File: src/min_request_power_limit_arbiter_defines.svh
// ============================================================================
// min_request_power_limit_arbiter_defines
// Assertion macros used by the arbiter RTL; empty under synthesis.
// ============================================================================
`ifndef MIN_REQUEST_POWER_LIMIT_ARBITER_DEFINES_SVH
`define MIN_REQUEST_POWER_LIMIT_ARBITER_DEFINES_SVH
`ifndef SYNTHESIS
`define ASSERT_IMPLY(label, clk, rst_n, ante, cons) \
    label: assert property (@(posedge clk) disable iff (!rst_n) (ante) |-> (cons)) \
        else $error("assertion failed");
`define ASSERT_NEXT(label, clk, rst_n, ante, cons) \
    label: assert property (@(posedge clk) disable iff (!rst_n) (ante) |=> (cons)) \
        else $error("assertion failed");
`else
`define ASSERT_IMPLY(label, clk, rst_n, ante, cons)
`define ASSERT_NEXT(label, clk, rst_n, ante, cons)
`endif
`endif

File: src/mrpla_pkg.sv
// ============================================================================
// mrpla_pkg
// Beat types, request codes and scan control types of the power limit arbiter.
// ============================================================================
package mrpla_pkg;

    localparam int KIND_W      = 2;
    localparam int VALUE_KINDS = 3;

    localparam logic [2:0] REQ_COMMIT  = 3'd0;
    localparam logic [2:0] REQ_PREVIEW = 3'd1;
    localparam logic [2:0] REQ_REMOVE  = 3'd2;
    localparam logic [2:0] REQ_DROP    = 3'd3;
    localparam logic [2:0] REQ_QUERY   = 3'd4;

    localparam logic [KIND_W-1:0] KIND_POWER = 2'd0;
    localparam logic [KIND_W-1:0] KIND_FLOOR = 2'd3;

    typedef struct packed {
        logic [2:0]        req_type;
        logic [KIND_W-1:0] request_kind;
        logic [3:0]        requester;
        logic [1:0]        control_type;
        logic [31:0]       request_value;
    } t_req_beat;

    typedef struct packed {
        logic [31:0] result_value;
        logic        result_valid;
    } t_rsp_beat;

    typedef struct packed {
        logic clr;
        logic en;
        logic pres;
        logic rq_pres;
        logic fl_pres;
        logic fl_bit;
    } t_acc_ctl;

    typedef struct packed {
        logic found;
        logic any;
        logic fl_found;
        logic fl_or;
    } t_acc_sts;

endpackage

File: src/mrpla_min_acc.sv
// ============================================================================
// mrpla_min_acc
// Scan accumulator: running minimum of present requests, floor OR and
// requester occupancy over one pass through the request store.
// ============================================================================
module mrpla_min_acc #(
    parameter int VALUE_BITS = 32
) (
    input  logic                i_clk,
    input  logic                i_rst_n,
    input  mrpla_pkg::t_acc_ctl i_ctl,
    input  logic [VALUE_BITS-1:0] i_value,
    output mrpla_pkg::t_acc_sts o_sts,
    output logic [VALUE_BITS-1:0] o_min
);

    mrpla_pkg::t_acc_sts   r_sts;
    logic [VALUE_BITS-1:0] r_min;

    always_ff @(posedge i_clk) begin
        if (!i_rst_n) begin
            r_sts <= '0;
        end else if (i_ctl.clr) begin
            r_sts <= '0;
        end else if (i_ctl.en) begin
            if (i_ctl.pres && (!r_sts.found || i_value < r_min)) begin
                r_sts.found <= 1'b1;
            end
            if (i_ctl.fl_pres) begin
                r_sts.fl_found <= 1'b1;
                r_sts.fl_or    <= r_sts.fl_or | i_ctl.fl_bit;
            end
            r_sts.any <= r_sts.any | i_ctl.rq_pres;
        end
    end

    always_ff @(posedge i_clk) begin
        if (i_ctl.clr) begin
            r_min <= '0;
        end else if (i_ctl.en && i_ctl.pres && (!r_sts.found || i_value < r_min)) begin
            r_min <= i_value;
        end
    end

    assign o_sts = r_sts;
    assign o_min = r_min;

endmodule

File: config.mk
export PLATFORM = sky130hd
export DESIGN_NAME = mrpla_min_acc
export DESIGN_NICKNAME = d
export VERILOG_FILES = /design/src/min_request_power_limit_arbiter_defines.svh /design/src/mrpla_pkg.sv /design/src/mrpla_min_acc.sv
export SDC_FILE = /design/constraint.sdc
export NUM_CORES = 1
export LEC_CHECK = 0
export ABC_AREA = 1
export BUFFER_PORTS_ARGS = -buffer_cell sky130_fd_sc_hd__buf_2
export CAP_MARGIN = 20
export CORE_UTILIZATION = 45
export DETAILED_ROUTE_END_ITERATION = 10
export GPL_TIMING_DRIVEN = 0
export PLACE_DENSITY = 0.82
export SYNTH_ARGS = -nofsm -noshare
export SYNTH_HDL_FRONTEND = slang
export SYNTH_SLANG_ARGS = --single-unit
File: constraint.sdc
create_clock -name i_clk -period 4.54 [get_ports i_clk]
set_input_delay 0.908 -clock i_clk [delete_from_list [all_inputs] [get_ports i_clk]]
set_output_delay 0.908 -clock i_clk [all_outputs]
set_load 0.1 [all_outputs]
; ---- After elaboration in Yosys (flattened, before gate mapping)
; Cells that the tools add are included.
[op_classes]
n_lt_le_gt_ge = 1
n_reduce_logical = 8
n_bitwise = 3
[ops]
columns = operator, n
row1 = less-than comparator 32 bit, 1
row2 = AND reduction 2 bit, 2
row3 = logical AND 1 bit, 3
row4 = OR 1 bit, 2
row5 = OR reduction 2 bit, 1
row6 = zero test 1 bit, 1
row7 = logical OR 1 bit, 1
row8 = inverter 1 bit, 1
[word_totals]
input_bits = 40
register_bits = 36
output_inout_bits = 36
wordCells = 17

; ---- Depth between registers and ports, before layout
[depth]
word_depth = 4
ltp_mapped = 17
ltp_nobuf = 16

; ---- Worst setup path before layout
; OpenSTA, ideal clock, no wires.
[synth_timing]
path_type = flip-flop to flip-flop
from = register r_min[15], in the netlist o_min[15]
to = register r_min[0], in the netlist o_min[0]
stages_incl_launch_ff = 15
n_path_buf = 1
required_time_ps = 4421
setup_ps = 119
t_arrival_ps = 2333
synth_period_minus_slack_ps = 2452
slack_ps = 2088
cell_sequence = dfxtp_1 -> inv_1 -> ha_1 -> nand2_1 -> inv_1 -> nand3_1 -> nor3_1 -> nand2_1 -> nand2_1 -> nand2_1 -> nand2_2 -> nand2_4 -> buf_6 -> a21oi_1 -> nor2_1
[synth_between]
elab_chain_len = 3
[synth_rtl]
columns = element, line
row1 = "start, declared", mrpla_min_acc.sv:18  ; logic [VALUE_BITS-1:0] r_min;
row2 = "start signal, assigned", mrpla_min_acc.sv:41  ; r_min <= i_value;
row3 = less-than comparator 32 bit, mrpla_min_acc.sv:40  ; end else if (i_ctl.en && i_ctl.pres && (!r_sts.found || i_value < r_min)) begin
row4 = logical OR 1 bit, mrpla_min_acc.sv:40
row5 = logical AND 1 bit, mrpla_min_acc.sv:40
; Every way passes these cells.
; A chain may end at the register's enable or synchronous reset.

; ---- Worst setup path in the final report
[layout_timing]
from = input i_value[5]
to = register r_min[16], in the netlist o_min[16]
[layout_between]
elab_chain_len = 3
[layout_rtl]
columns = element, line
row1 = "start, declared", mrpla_min_acc.sv:12  ; input logic [VALUE_BITS-1:0] i_value,
row2 = less-than comparator 32 bit, mrpla_min_acc.sv:40
row3 = logical OR 1 bit, mrpla_min_acc.sv:40
row4 = logical AND 1 bit, mrpla_min_acc.sv:40
; Every way passes these cells.

==> flow_metrics.py <==
metrics = {
    "detailed_routing": {
        "wl_um": 5540,
        "drc": 0,
        "dr.pass1.iters": 4,
        "wl_per_cell_um": 10.8,
        "postRouteAntennaNets": 0,
        "first_iter_violations": 139,
        "vias_per_cell": 4.80,
        "vias": 2463,
    },
    "clock_network": {
        "clockBufferDepth": 2,
        "cts_buffers": 5,
        "h-tree-depth": 2,
        "clk_pin_slew_worst_paths_ns": 0.07,
        "post-cts-setup-buffer-count": 0,
        "clockRootBuffer": "clkbuf_8",
        "cts_resized": 0,
        "cts_sinks": 36,
        "postCtsHoldBufs": 0,
        "cts_tree": "yes",
        "clkLatencyLatePin_ns": 0.29,
    },
    "setup_path": {
        "worst_setup_path_start_kind": "primary input",
        "r2r-end": "o_min[16]$_SDFFE_PP0P_",
        "endpoint": "o_min[16]$_SDFFE_PP0P_",
        "startpoint": "i_value[5]",
        "cp_max_fo": 10,
        "cp.required_ns": 4.73,
        "path_class": "primary input to flip-flop",
        "r2r_start": "o_min[5]$_SDFFE_PP0P_",
        "end_kind": "flip-flop",
        "rrSetupSlack_ns": 2.55,
        "rr_worst_depth": 15,
        "arrival_ns": 2.51,
    },
    "sta": {
        "drv_slew": 0,
        "setup_viol_count_final": 0,
        "period_share": 0.512,
        "tightest_slew_ns": 0.501,
        "maxSlewHeadroom": 0.668,
        "hold_slack_ns": 0.461,
        "fmax_ghz": 0.430,
        "hold_violations": 0,
        "setup_tns_ns": 0,
        "layout_min_cycle_time_ns": 2.32,
        "rsz0062_at_grt": "false",
        "finalClockSkew_ns": 0.00269,
    },
    "die": {
        "die_h_um": 74.7,
        "die_x_um": 74.7,
        "row_count": 26,
        "pin_count": 76,
        "start_util": 0.466,
        "coreArea_um2": 5110,
        "die_area_um2": 5590,
    },
    "place": {
        "post-dp-hpwl_um": 4220,
        "io_buffer_count": 75,
        "routabilityCongestion": 0.777,
    },
    "global_route": {
        "grt_pass1_vias": 2226,
        "overflow": 0,
        "grtUsageTotal": 0.212,
        "grt_max_degree": 12,
        "antenna_found_initial": 0,
        "grt_first_pass_wirelength_um": 9130,
    },
    "run_status": {
        "status": "complete, no violations",
    },
    "power_and_ir_drop": {
        "power_density_nw_per_um2": 339,
        "leakage_nw": 1.64,
        "max-vdd-ir-drop_mv": 0.203,
    },
    "layout": {
        "layout.nets": 513,
        "seqCellArea_um2": 721,
        "drive_gt1_frac": 0.205,
        "final_cell_mix": "buf_2 (75), inv_1 (74), nand2_1 (65)",
        "n_fill_cell": 513,
        "layout_commonest_cell": "buf_2",
        "area_growth_pct": 24.8,
        "antenna_cells": 0,
        "multi_input_area_um2": 1280,
    },
    "synthesis": {
        "yosysUniqueCellTypes": 16,
        "syn_inst": 360,
        "syn_avg_cell_area_um2": 6.61,
        "synth_area_um2": 2380,
        "synthesis.nets": 431,
        "yosys_warnings": 0,
        "synth-seq-cells": 36,
        "seq_area_frac_synth": 0.303,
    },
    "flow_run": {
        "drv_cap": 0,
    },
    "min_path": {
        "hp-class": "flip-flop to flip-flop",
    },
}
-- metal layers --
layer,track usage,share of wire
met5,0,0
met2,0.374,0.47
met1,0.243,0.46
met4,0.0860,0.014
met3,0.0549,0.052
-- per-stage QoR --
stage	total power, mW	instances	setup WS [ns]	util	cell area (um^2)
floorplan	0.630	360	2.09	-	2380
global placement	0.693	505	1.95	0.557	2840
detailed placement	0.701	505	1.93	0.557	2840
CTS	1.01	513	2.24	0.582	2970
global route	1.06	513	2.04	0.582	2970
finish	1.01	513	2.22	0.582	2970
-- state kept, by name, indices dropped and copies added (netlist names) --
register	cells
o_min	32
o_sts	4
-- kinds of logic (layout without fill, tap and decap cells) --
group           Yosys count  count (layout)  share of synthesized area
compound gates           54              54                      0.115
flops                    36              36                      0.303
simple gates            149             149                      0.259
fa+ha+maj                31              31                      0.163
buf+inv                  90             173                      0.161
-- cells in the mapped netlist, drive strengths merged --
cell | instances | area share
a21oi | 49 | 0.10
buf | 11 | 0.036
clkbuf | 5 | 0.0079
dfxtp | 36 | 0.30
ha | 31 | 0.16
inv | 74 | 0.12
nand2 | 67 | 0.11
nand3 | 34 | 0.071
nand4 | 1 | 0.0026
nor2 | 45 | 0.071
nor3 | 2 | 0.0042
o21a | 1 | 0.0032
o21ai | 4 | 0.0084
-- critical path, stage by stage --
cell	delay (ns)
buf_2	0.11
ha_1	0.31
a21oi_1	0.14
nor2_1	0.05
nor3_1	0.13
nand2_1	0.10
nand2_1	0.07
nand2_1	0.06
nand2_1	0.07
nand2_2	0.06
nand2_4	0.14
buf_6	0.16
nand3_1	0.07
nand2_1	0.09
nor2_1	0.05
-- layout make-up --
| type | instances | area share |
|---|---|---|
| multi-input cells | 234 | 0.430 |
| flip-flops and latches | 36 | 0.243 |
| repair buffers | 75 | 0.126 |
| inverters | 74 | 0.0935 |
| plain buffers | 16 | 0.0354 |
| clock buffers | 7 | 0.0324 |
| well taps | 70 | 0.0295 |
| clock inverters | 1 | 0.0101 |
-- how the worst min path moves through the flow --
stage                          startpoint  cells after the start               endpoint
global route        o_sts[0]$_SDFFE_PP0P_                      2  o_sts[0]$_SDFFE_PP0P_
finish              o_sts[0]$_SDFFE_PP0P_                      2  o_sts[0]$_SDFFE_PP0P_
global placement    o_sts[0]$_SDFFE_PP0P_                      2  o_sts[0]$_SDFFE_PP0P_
detailed placement  o_sts[0]$_SDFFE_PP0P_                      2  o_sts[0]$_SDFFE_PP0P_
floorplan           o_sts[0]$_SDFFE_PP0P_                      2  o_sts[0]$_SDFFE_PP0P_
CTS                 o_sts[0]$_SDFFE_PP0P_                      2  o_sts[0]$_SDFFE_PP0P_
-- where the power goes --
| part | total [mW] | switching, mW | leakage (nW) | internal, mW |
|---|---|---|---|---|
| registers | 0.352 | 0.0153 | 0.297 | 0.337 |
| logic | 0.342 | 0.254 | 1.28 | 0.0880 |
| clock network | 0.313 | 0.119 | 0.0645 | 0.194 |
| total | 1.01 | 0.389 | 1.64 | 0.619 |
No activity file was read; power rests on OpenSTA's default activity.
